`config.mk`:
```
export PLATFORM = sky130hd
export DESIGN_NAME = rvc_instruction_decoder_flat
export DESIGN_NICKNAME = d
export VERILOG_FILES = /design/src/rtl/core/rvc_pkg.sv /design/src/rtl/core/rvc_if.sv /design/src/rtl/core/rvc_instruction_decoder.sv /design/src/flat_wrapper.sv
export SDC_FILE = /design/constraint.sdc
export NUM_CORES = 1
export LEC_CHECK = 0
export ABC_AREA = 1
export BUFFER_PORTS_ARGS = -buffer_cell sky130_fd_sc_hd__buf_4
export CORE_ASPECT_RATIO = 0.5
export CORE_MARGIN = 5
export CORE_UTILIZATION = 35
export DETAILED_ROUTE_END_ITERATION = 8
export GPL_TIMING_DRIVEN = 0
export PLACE_DENSITY = 0.61
export SKIP_LAST_GASP = 1
export SYNTH_ARGS = -nofsm -noshare
export SYNTH_HDL_FRONTEND = slang
export SYNTH_SLANG_ARGS = --single-unit
```
`constraint.sdc`:
```
create_clock -name clk_i -period 2.3 [get_ports clk_i]
set_clock_uncertainty 0.15 [all_clocks]
set_input_delay 0.69 -clock clk_i [delete_from_list [all_inputs] [get_ports clk_i]]
set_output_delay 0.69 -clock clk_i [all_outputs]
set_load 0.02 [all_outputs]
```
`src/rtl/core/rvc_pkg.sv`:
```
`timescale 1ns / 1ps
// ----------------------------------------------------------------------------
// rvc_pkg: shared types and encodings for the compressed instruction decoder
// Holds the instruction kind codes, the RVC opcode fields and the result type.
// ----------------------------------------------------------------------------
package rvc_pkg;

  localparam int unsigned InstrWidth = 16;
  localparam int unsigned RegWidth   = 5;
  localparam int unsigned ImmWidth   = 12;

  typedef enum logic [4:0] {
    KIND_NONE   = 5'd0,
    KIND_LW     = 5'd1,
    KIND_SW     = 5'd2,
    KIND_ADDI   = 5'd3,
    KIND_JAL    = 5'd4,
    KIND_LUI    = 5'd5,
    KIND_SRLI   = 5'd6,
    KIND_SRAI   = 5'd7,
    KIND_ANDI   = 5'd8,
    KIND_SUB    = 5'd9,
    KIND_XOR    = 5'd10,
    KIND_OR     = 5'd11,
    KIND_AND    = 5'd12,
    KIND_SLLI   = 5'd13,
    KIND_ADD    = 5'd14,
    KIND_JALR   = 5'd15,
    KIND_EBREAK = 5'd16
  } inst_kind_e;

  // quadrants
  localparam logic [1:0] QUAD_0 = 2'd0;
  localparam logic [1:0] QUAD_1 = 2'd1;
  localparam logic [1:0] QUAD_2 = 2'd2;
  localparam logic [1:0] QUAD_3 = 2'd3;

  // funct3 codes
  localparam logic [2:0] F3_LW   = 3'd2;
  localparam logic [2:0] F3_SW   = 3'd6;
  localparam logic [2:0] F3_ADDI = 3'd0;
  localparam logic [2:0] F3_JAL  = 3'd1;
  localparam logic [2:0] F3_LUI  = 3'd3;
  localparam logic [2:0] F3_MISC = 3'd4;
  localparam logic [2:0] F3_SLLI = 3'd0;
  localparam logic [2:0] F3_CR   = 3'd4;

  // funct2 of the quadrant 1 misc-alu group
  localparam logic [1:0] F2_SRLI = 2'd0;
  localparam logic [1:0] F2_SRAI = 2'd1;
  localparam logic [1:0] F2_ANDI = 2'd2;
  localparam logic [1:0] F2_CA   = 2'd3;

  // register-register ops of the CA format
  localparam logic [1:0] CA_SUB = 2'd0;
  localparam logic [1:0] CA_XOR = 2'd1;
  localparam logic [1:0] CA_OR  = 2'd2;
  localparam logic [1:0] CA_AND = 2'd3;

  // prime register fields map to x8..x15
  localparam logic [1:0] PRIME_HI = 2'b01;

  localparam logic [RegWidth-1:0] LINK_REG = 5'd1;
  localparam logic [RegWidth-1:0] SP_REG   = 5'd2;

  typedef struct packed {
    inst_kind_e                  inst_kind;
    logic [RegWidth-1:0]         dest_or_src1;
    logic [RegWidth-1:0]         src2;
    logic signed [ImmWidth-1:0]  immediate;
    logic                        unknown;
    logic                        reserved;
  } dec_res_t;

endpackage

```
`src/rtl/core/rvc_if.sv`:
```
`timescale 1ns / 1ps
// ----------------------------------------------------------------------------
// rvc_if: handshake channels of the compressed instruction decoder
// rvc_in_if carries instruction words, rvc_out_if carries decoded results.
// ----------------------------------------------------------------------------
interface rvc_in_if;
  logic                               valid;
  logic                               ready;
  logic [rvc_pkg::InstrWidth-1:0]     instr_word;

  modport source (output valid, output instr_word, input ready);
  modport sink   (input valid, input instr_word, output ready);
endinterface

interface rvc_out_if;
  logic                               valid;
  logic                               ready;
  logic [4:0]                         inst_kind;
  logic [rvc_pkg::RegWidth-1:0]       dest_or_src1;
  logic [rvc_pkg::RegWidth-1:0]       src2;
  logic signed [rvc_pkg::ImmWidth-1:0] immediate;
  logic                               unknown;
  logic                               reserved;

  modport source (output valid, output inst_kind, output dest_or_src1, output src2,
                  output immediate, output unknown, output reserved, input ready);
  modport sink   (input valid, input inst_kind, input dest_or_src1, input src2,
                  input immediate, input unknown, input reserved, output ready);
endinterface

```
`src/rtl/core/rvc_instruction_decoder.sv`:
```
`timescale 1ns / 1ps
// ----------------------------------------------------------------------------
// rvc_instruction_decoder: RV32C compressed instruction decoder
// Decodes one 16-bit compressed word into kind, registers, immediate and flags.
// ----------------------------------------------------------------------------
// pipeline: a word passes the input register, then the result register
// throughput: one beat per cycle while the sink takes results; both stages advance
// together then; while a result waits, only an empty input stage takes a word
// reset: rst_ni clears both stage valid bits; payload registers are not reset
module rvc_instruction_decoder (
  input  logic              clk_i,
  input  logic              rst_ni,
  rvc_in_if.sink            in_i,
  rvc_out_if.source         out_o
);

  logic                               s1_valid_q;
  logic [rvc_pkg::InstrWidth-1:0]     word_q;
  logic                               out_valid_q;
  rvc_pkg::dec_res_t                  res_q;
  rvc_pkg::dec_res_t                  res_d;

  logic s2_take;
  logic in_take;

  assign s2_take   = !out_valid_q || out_o.ready;
  assign in_i.ready = !s1_valid_q || s2_take;
  assign in_take   = in_i.valid && in_i.ready;

  always_ff @(posedge clk_i or negedge rst_ni) begin
    if (!rst_ni) begin
      s1_valid_q  <= 1'b0;
      out_valid_q <= 1'b0;
    end else begin
      if (in_i.ready) begin
        s1_valid_q <= in_i.valid;
      end
      if (s2_take) begin
        out_valid_q <= s1_valid_q;
      end
    end
  end

  always_ff @(posedge clk_i) begin
    if (in_take) begin
      word_q <= in_i.instr_word;
    end
    if (s2_take && s1_valid_q) begin
      res_q <= res_d;
    end
  end

  // decode
  logic [1:0] quad;
  logic [2:0] f3;
  logic [1:0] f2;
  logic [4:0] rfull1;
  logic [4:0] rfull2;
  logic [4:0] rp1;
  logic [4:0] rp2;
  logic [5:0] imm6;
  logic [11:0] imm_sext;
  logic [11:0] imm_zext;
  logic        unk;

  assign quad     = word_q[1:0];
  assign f3       = word_q[15:13];
  assign f2       = word_q[11:10];
  assign rfull1   = word_q[11:7];
  assign rfull2   = word_q[6:2];
  assign rp1      = {rvc_pkg::PRIME_HI, word_q[9:7]};
  assign rp2      = {rvc_pkg::PRIME_HI, word_q[4:2]};
  assign imm6     = {word_q[12], word_q[6:2]};
  assign imm_sext = {{6{imm6[5]}}, imm6};
  assign imm_zext = {6'd0, imm6};

  always_comb begin
    res_d = '0;
    unk   = 1'b0;
    unique case (quad)
      rvc_pkg::QUAD_0: begin
        if (f3 == rvc_pkg::F3_LW || f3 == rvc_pkg::F3_SW) begin
          res_d.inst_kind    = (f3 == rvc_pkg::F3_LW) ? rvc_pkg::KIND_LW : rvc_pkg::KIND_SW;
          res_d.dest_or_src1 = rp1;
          res_d.src2         = rp2;
          res_d.immediate    = {5'd0, word_q[5], word_q[12:10], word_q[6], 2'd0};
        end else begin
          unk = 1'b1;
        end
      end
      rvc_pkg::QUAD_1: begin
        unique case (f3)
          rvc_pkg::F3_ADDI: begin
            res_d.inst_kind    = rvc_pkg::KIND_ADDI;
            res_d.dest_or_src1 = rfull1;
            res_d.immediate    = imm_sext;
            res_d.reserved     = (rfull1 == '0) || (imm6 == '0);
          end
          rvc_pkg::F3_JAL: begin
            res_d.inst_kind    = rvc_pkg::KIND_JAL;
            res_d.dest_or_src1 = rvc_pkg::LINK_REG;
            res_d.immediate    = {word_q[12], word_q[8], word_q[10:9], word_q[6],
                                  word_q[7], word_q[2], word_q[11], word_q[5:3], 1'b0};
          end
          rvc_pkg::F3_LUI: begin
            res_d.inst_kind    = rvc_pkg::KIND_LUI;
            res_d.dest_or_src1 = rfull1;
            res_d.immediate    = imm_sext;
            res_d.reserved     = (rfull1 == '0) || (rfull1 == rvc_pkg::SP_REG) ||
                                 (imm6 == '0);
          end
          rvc_pkg::F3_MISC: begin
            res_d.dest_or_src1 = rp1;
            unique case (f2)
              rvc_pkg::F2_SRLI, rvc_pkg::F2_SRAI: begin
                res_d.inst_kind = (f2 == rvc_pkg::F2_SRLI) ? rvc_pkg::KIND_SRLI
                                                           : rvc_pkg::KIND_SRAI;
                res_d.immediate = imm_zext;
                res_d.reserved  = (imm6 == '0) || imm6[5];
              end
              rvc_pkg::F2_ANDI: begin
                res_d.inst_kind = rvc_pkg::KIND_ANDI;
                res_d.immediate = imm_sext;
              end
              rvc_pkg::F2_CA: begin
                // bit 12 set is the rv64 word ops, not supported here
                if (!word_q[12]) begin
                  res_d.src2 = rp2;
                  unique case (word_q[6:5])
                    rvc_pkg::CA_SUB: res_d.inst_kind = rvc_pkg::KIND_SUB;
                    rvc_pkg::CA_XOR: res_d.inst_kind = rvc_pkg::KIND_XOR;
                    rvc_pkg::CA_OR:  res_d.inst_kind = rvc_pkg::KIND_OR;
                    rvc_pkg::CA_AND: res_d.inst_kind = rvc_pkg::KIND_AND;
                    default:         res_d.inst_kind = rvc_pkg::KIND_NONE;
                  endcase
                end else begin
                  unk = 1'b1;
                end
              end
              default: unk = 1'b1;
            endcase
          end
          default: unk = 1'b1;
        endcase
      end
      rvc_pkg::QUAD_2: begin
        if (f3 == rvc_pkg::F3_SLLI) begin
          res_d.inst_kind    = rvc_pkg::KIND_SLLI;
          res_d.dest_or_src1 = rfull1;
          res_d.immediate    = imm_zext;
          res_d.reserved     = (imm6 == '0) || imm6[5];
        end else if (f3 == rvc_pkg::F3_CR && word_q[12]) begin
          res_d.dest_or_src1 = rfull1;
          res_d.src2         = rfull2;
          if (rfull2 != '0) begin
            res_d.inst_kind = rvc_pkg::KIND_ADD;
            res_d.reserved  = (rfull1 == '0);
          end else if (rfull1 != '0) begin
            res_d.inst_kind = rvc_pkg::KIND_JALR;
          end else begin
            res_d.inst_kind = rvc_pkg::KIND_EBREAK;
          end
        end else begin
          unk = 1'b1;
        end
      end
      default: unk = 1'b1;
    endcase

    if (unk) begin
      res_d         = '0;
      res_d.unknown = 1'b1;
    end
  end

  assign out_o.valid        = out_valid_q;
  assign out_o.inst_kind    = res_q.inst_kind;
  assign out_o.dest_or_src1 = res_q.dest_or_src1;
  assign out_o.src2         = res_q.src2;
  assign out_o.immediate    = res_q.immediate;
  assign out_o.unknown      = res_q.unknown;
  assign out_o.reserved     = res_q.reserved;

  // an accepted word always occupies the input register next cycle
  a_in_to_s1: assert property (@(posedge clk_i) disable iff (!rst_ni)
    in_take |=> s1_valid_q)
    else $error("accepted word lost before the input register");

  // a decoded word moves into the result register when the result side frees up
  a_s1_to_out: assert property (@(posedge clk_i) disable iff (!rst_ni)
    (s1_valid_q && s2_take) |=> out_valid_q)
    else $error("decoded word lost before the result register");

  // unknown encodings carry no kind and no reserved flag
  a_unknown_clean: assert property (@(posedge clk_i) disable iff (!rst_ni)
    (out_valid_q && res_q.unknown) |->
      (res_q.inst_kind == rvc_pkg::KIND_NONE && !res_q.reserved))
    else $error("unknown result with kind or reserved set");

  // reserved only shows up on kinds that have reserved operand forms
  a_reserved_kind: assert property (@(posedge clk_i) disable iff (!rst_ni)
    (out_valid_q && res_q.reserved) |->
      (res_q.inst_kind == rvc_pkg::KIND_ADDI || res_q.inst_kind == rvc_pkg::KIND_LUI ||
       res_q.inst_kind == rvc_pkg::KIND_SRLI || res_q.inst_kind == rvc_pkg::KIND_SRAI ||
       res_q.inst_kind == rvc_pkg::KIND_SLLI || res_q.inst_kind == rvc_pkg::KIND_ADD))
    else $error("reserved flag on a kind without reserved forms");

  // loads and stores use prime registers only
  a_prime_regs: assert property (@(posedge clk_i) disable iff (!rst_ni)
    (out_valid_q && (res_q.inst_kind == rvc_pkg::KIND_LW ||
                     res_q.inst_kind == rvc_pkg::KIND_SW)) |->
      (res_q.src2[4:3] == rvc_pkg::PRIME_HI && res_q.dest_or_src1[4:3] == rvc_pkg::PRIME_HI))
    else $error("load or store register outside x8..x15");

endmodule

```
`src/flat_wrapper.sv`:
```
// flat-port wrapper written by rule: the top's interface ports become plain ports
module rvc_instruction_decoder_flat 
  (clk_i, rst_ni, in_i_valid, in_i_instr_word, in_i_ready, out_o_valid, out_o_inst_kind, out_o_dest_or_src1, out_o_src2, out_o_immediate, out_o_unknown, out_o_reserved, out_o_ready);
  rvc_in_if in_i_i ();
  rvc_out_if out_o_i ();
  input  logic clk_i;
  input  logic rst_ni;
  input wire logic [$bits(in_i_i.valid)-1:0] in_i_valid;
  input wire logic [$bits(in_i_i.instr_word)-1:0] in_i_instr_word;
  output wire logic [$bits(in_i_i.ready)-1:0] in_i_ready;
  output wire logic [$bits(out_o_i.valid)-1:0] out_o_valid;
  output wire logic [$bits(out_o_i.inst_kind)-1:0] out_o_inst_kind;
  output wire logic [$bits(out_o_i.dest_or_src1)-1:0] out_o_dest_or_src1;
  output wire logic [$bits(out_o_i.src2)-1:0] out_o_src2;
  output wire logic [$bits(out_o_i.immediate)-1:0] out_o_immediate;
  output wire logic [$bits(out_o_i.unknown)-1:0] out_o_unknown;
  output wire logic [$bits(out_o_i.reserved)-1:0] out_o_reserved;
  input wire logic [$bits(out_o_i.ready)-1:0] out_o_ready;
  assign in_i_i.valid = in_i_valid;
  assign in_i_i.instr_word = in_i_instr_word;
  assign in_i_ready = in_i_i.ready;
  assign out_o_valid = out_o_i.valid;
  assign out_o_inst_kind = out_o_i.inst_kind;
  assign out_o_dest_or_src1 = out_o_i.dest_or_src1;
  assign out_o_src2 = out_o_i.src2;
  assign out_o_immediate = out_o_i.immediate;
  assign out_o_unknown = out_o_i.unknown;
  assign out_o_reserved = out_o_i.reserved;
  assign out_o_i.ready = out_o_ready;
  rvc_instruction_decoder u_core (.clk_i(clk_i), .rst_ni(rst_ni), .in_i(in_i_i), .out_o(out_o_i));
endmodule
```
# Word-level counts from Yosys, hierarchy flattened
# Index checks and enable logic that the tools add are counted.
# W data, S select, Z words.
[word_totals]
word_cells = 79
out_inout_bits = 31
register_bits = 47
inputBits = 20
[op_classes]
n_eq_ne = 14
n_reduce_logical = 23
n_mux = 33
[ops]
columns = ["cell", "count"]
rows = [
  ["$pmux W27 S3", 1],
  ["$pmux W10 S4", 1],
  ["$pmux W12 S3", 1],
  ["$mux W5", 6],
  ["$mux W27", 1],
  ["$pmux W12 S2", 1],
  ["$pmux W5 S4", 1],
  ["$mux W15", 1],
  ["$pmux W5 S3", 1],
  ["$eq A2 B2 Y1 const B", 5],
  ["$mux W1", 10],
  ["$mux W10", 1],
  ["$reduce_bool A5 Y1", 2],
  ["$logic_or A1 B1 Y1", 7],
  ["$eq A2 B1 Y1 const B", 3],
  ["$eq A3 B2 Y1 const B", 2],
  ["$eq A3 B3 Y1 const B", 2],
  ["$logic_not A2 Y1", 3],
  ["$logic_not A6 Y1", 1],
  ["$mux W6", 1],
  ["$pmux W1 S3", 2],
  ["$eq A5 B2 Y1 const B", 1],
  ["$logic_not A5 Y1", 1],
  ["$mux W2", 2],
  ["8 further kinds", 13],
]

# Depth between registers and ports, before layout
[depth]
word_depth = 6
mapped_depth = 11
ltp_nobuf = 10

# Worst setup path before layout
# Ideal clock, no wire load.
[synth_timing]
kind = "input -> register"
from = "input port out_o_ready"
to = "register u_core.res_q, in the netlist u_core.out_o.dest_or_src1[0], enable pin"
path_buffers = 0
cell_stages = 2
setup_ns = 0.425
t_required_ns = 1.725
arrival_time_ns = 2.176
path_slack_ns = -0.451
cell_sequence = "inv_1 > a21oi_1"
[synth_via]
elab_chain_cells = 2
[synth_rtl]
columns = ["item", "line_no", "text"]
rows = [
  ["from (decl)", "flat_wrapper.sv:18", "input wire logic [$bits(out_o_i.ready)-1:0] out_o_ready;"],
  ["$logic_or A1 B1 Y1", "rvc_instruction_decoder.sv:26", "assign s2_take = !out_valid_q || out_o.ready;"],
  ["$logic_and A1 B1 Y1", "rvc_instruction_decoder.sv:48", "if (s2_take && s1_valid_q) begin"],
  ["to (signal assigned)", "rvc_instruction_decoder.sv:49", "res_q <= res_d;"],
  ["to (decl)", "rvc_instruction_decoder.sv:20", "rvc_pkg::dec_res_t res_q;"],
]
# No other way between the ends.
# A chain may end at the register's enable or synchronous reset.

# Final worst setup path
[layout_timing]
from = "register u_core.word_q[1] in the netlist's numbering"
to = "register u_core.res_q, in the netlist u_core.out_o.immediate[0] (data pin)"
[layout_via]
elab_chain_cells = 2
word_cells_on_any_way = 5
cone_classes = "eq/ne: 2; mux: 2; reduce/logical: 1"
[layout_rtl]
columns = ["item", "line_no", "text"]
rows = [
  ["from (decl)", "rvc_instruction_decoder.sv:18", "logic [rvc_pkg::InstrWidth-1:0] word_q;"],
  ["from (signal assigned)", "rvc_instruction_decoder.sv:46", "word_q <= in_i.instr_word;"],
  ["$eq A2 B2 Y1, or another cell as far along", "rvc_instruction_decoder.sv:80", "unique case (quad)"],
  ["$pmux W27 S3 or $pmux W1 S3 (tied branches)", "rvc_instruction_decoder.sv:80", ""],
]
# Parallel ways exist; a longest one is shown, timed or not.

==> results by group <==
Worst setup path
  • Reg2reg setup slack: 0.17 ns
  • Critical path cell sequence: inv_1 > ha_1 > inv_1 > a21oi_2 > nand3_1 > nand2_1 > inv_1 > nor2_1
  • CP most frequent cell: inv_1
  • CP Launch Point: u_core.word_q[1]
  • Top delay family on crit path: simple AND/OR/NAND/NOR gates
  • Reg2reg end: u_core.out_o.immediate[0]
  • R2r startpoint: u_core.word_q[1]
  • Worst setup endpoint: u_core.out_o.immediate[0]
  • Setup CP Type: reg2reg
  • Critical path's slowest cell: edfxtp_1
  • Startpoint types: register
  • CP Max Fanout: 6
  • CP Depth: 8
  • Critical Path AT: 2.12 ns
  • CP Capture Type: register
  • WP buf/inv: 3
  • Worst reg-to-reg path cell count: 8
  • Max stage delay on crit path: 0.42 ns
  • CP Data Required Time: 2.30 ns

Die
  • Die Span Y: 68.8 µm
  • Die area: 8780 µm²
  • Initial Utilization: 0.361
  • I/O pin cnt: 51
  • Site Rows: 21
  • Die X-Extent: 128 µm
  • Core area: 6700 µm²

Pwr
  • Static Leakage: 1.37 nW
  • P per Cell Area: 721 nW/µm²
  • Worst IR Drop VDD: 0.373 mV

Clock tree
  • Sink Count: 47
  • Total clock buffers created by CTS: 5
  • H-tree depth: 2
  • TritonCTS clock tree: yes
  • Deepest clock path buffer count: 2
  • Worst-Skew Late Latency: 0.29 ns
  • Clock Pin Slew Worst Setup and Hold Paths: 0.07 ns
  • Post-CTS Hold Fix Bufs: 0
  • Root buf cell: clkbuf_16

Cells and area
  • Fillers: 687
  • Area delta synth->final: 26.9%
  • N_diodes: 0
  • Layout cells sized above 1: 0.270
  • Nets: 333
  • Final Non-Filler Cells: 399

Synth
  • Post-synth ARST share: 0.0426
  • Synthesized flop and latch total: 47
  • Syn Nets: 276
  • Distinct cell type count after synthesis: 32
  • Post-synth top area share: 0.558
  • Post-Syn Area: 2420 µm²
  • Post-synth EDFFs: 45
  • Yosys warnings: 0
  • Primary FF master, synth: edfxtp_1
  • Largest cells by area after synthesis: edfxtp_1 (56%), nand2_1 (9.8%), nand3_1 (4.5%), inv_1 (4.3%), nor2_1 (4.2%)
  • Synth Instances: 249
  • Synth area leader: edfxtp_1
  • Sequential area share after synthesis: 0.579
  • Syn Area/Cell: 9.72 µm²

Hold path
  • Path type of the worst min-delay path: in2async

Placed design
  • IO buf count: 50
  • Gpl congestion: 0.881
  • DP HPWL: 4650 µm
  • Post-Place Cells: 391

STA
  • Fmax: 0.470 GHz
  • Worst slew margin: 0.387
  • Final worst path period share: 0.924
  • Hold WS: 0.0217 ns
  • Max Slew Vio Count: 0
  • Final setup violation count: 0
  • Final Hold Fails: 0
  • Slew of the pin with the lowest slew margin: 0.917 ns
  • Minimum clock period: 2.13 ns

Drt
  • DR vias/cell: 4.73
  • DR DRC count: 0
  • Iteration count of the initial detailed-routing pass: 4
  • DR vias: 1889
  • DR iter-0 viols: 160
  • DR WL/cell: 15.5 µm
  • Antenna viol nets, final: 0
  • Post-Route WL: 6190 µm

Global routing
  • Gr usage total: 0.149
  • GR peak layer: met1
  • Total grt overflow: 0
  • M3 GR Usage: 0.0315
  • Vias in the first global route: 1830
  • Largest net degree at the start of global routing: 30
  • Initial antenna violation count: 0
  • Met1 usage: 0.232
  • Met2 GRT Util: 0.210
  • First-pass GRT wire length: 9890 µm

Outcome
  • Status: complete, no violations

Job
  • Max cap viols: 0
-- synth_stat cells (all sizes together) (2+ instances only) --
library cell and n:
buf 4, o21ai 5, a21oi 13, dfrtp 2, nand2 70, inv 31, nor2 29, edfxtp 45
nand4 3, nand3 26, nor3 6, ha 7, and2 2
-- cell type report --
| class | instances | area, µm² | share of cell area |
|---|---|---|---|
| Buffer | 4 | 40.0 | 0.0130 |
| Clock buffer | 5 | 125 | 0.0407 |
| Clock inverter | 3 | 20.0 | 0.00652 |
| Inverter | 31 | 119 | 0.0387 |
| Multi-Input combinational cell | 167 | 876 | 0.285 |
| Sequential cell | 47 | 1400 | 0.456 |
| Tap cell | 92 | 115 | 0.0375 |
| Timing Repair Buffer | 50 | 375 | 0.122 |
-- placed cells by master (no fill, tap or decap), drive strengths merged --
cell	Yosys	final
nand2	70	70
buf	4	54
edfxtp	45	45
inv	31	31
nor2	29	29
nand3	26	26
a21oi	13	13
ha	7	7
nor3	6	6
clkbuf	0	5
o21ai	5	5
nand4	3	3
dfrtp	2	2
and2	2	2
clkinv	0	2
o22ai	1	1
nand2b	1	1
o211ai	1	1
nor3b	1	1
a21boi	1	1
a31oi	1	1
clkinvlp	0	1
-- worst min-delay path by stage --
stage	start	end	slack [ns]
after floorplan	rst_ni	u_core.out_o.valid	0.24
after global placement	rst_ni	u_core.out_o.valid	0.32
after detailed placement	rst_ni	u_core.s1_valid_q	0.32
after CTS	rst_ni	u_core.s1_valid_q	0.02
after global routing	rst_ni	u_core.s1_valid_q	0.01
final	rst_ni	u_core.s1_valid_q	0.02
-- through the flow --
| step | power, mW | setup TNS (ns) | instance area, µm² | setup WS (ns) | utilization |
|---|---|---|---|---|---|
| finish | 2.21 | 0 | 3070 | 0.174 | 0.458 |
| floorplan | 1.33 | 0 | 2420 | 0.125 | - |
| global route | 2.31 | -0.00328 | 3070 | -0.00328 | 0.458 |
| global placement | 1.50 | -8.91 | 2920 | -0.310 | 0.435 |
| CTS | 2.22 | 0 | 3070 | 0.0474 | 0.458 |
| detailed placement | 1.51 | 0 | 2920 | 0.0859 | 0.436 |
-- where the power goes --
group / switching, mW / internal (mW) / total (mW)
Clock: 0.323 / 0.401 / 0.724
Sequential: 0.0435 / 1.03 / 1.08
Combinational: 0.262 / 0.151 / 0.413
Total: 0.629 / 1.58 / 2.21
-- what timing repair did --
action	CTS	global route
setup endpoints to repair	0	10
setup buffers	0	0
resized for setup	0	1
-- cell families after synthesis --
| logic type | count (synthesis) | synth area share |
|---|---|---|
| adders and majority gates | 7 | 0.0362 |
| DFF | 47 | 0.579 |
| buffers and inverters | 35 | 0.0656 |
| and+or+nand+nor | 138 | 0.269 |
| AOI/OAI and AO/OA | 22 | 0.0501 |
-- sequential cells by signal (all words and copies together) (netlist names) --
signal,cells
u_core.out_o.unknown,1
u_core.out_o.dest_or_src1,5
u_core.word_q,16
u_core.s1_valid_q,1
u_core.out_o.immediate,12
u_core.out_o.inst_kind,5
u_core.out_o.reserved,1
u_core.out_o.valid,1
u_core.out_o.src2,5
-- worst reg2reg max path, delay by kind of cell (launching register included) --
| family | cells | cell delay [ns] |
|---|---|---|
| AOI/OAI and AO/OA | 1 | 0.26 |
| adders and majority gates | 1 | 0.30 |
| buffers and inverters | 3 | 0.30 |
| DFF | 1 | 0.42 |
| and+or+nand+nor | 3 | 0.57 |
-- routing by layer --
metal  part of all wire  wire length [µm]
met1               0.53              3270
met2               0.41              2540
met3              0.057               355
met4             0.0037                23
met5                  0                 0
Note: power is estimated with default switching activity, not from simulation.
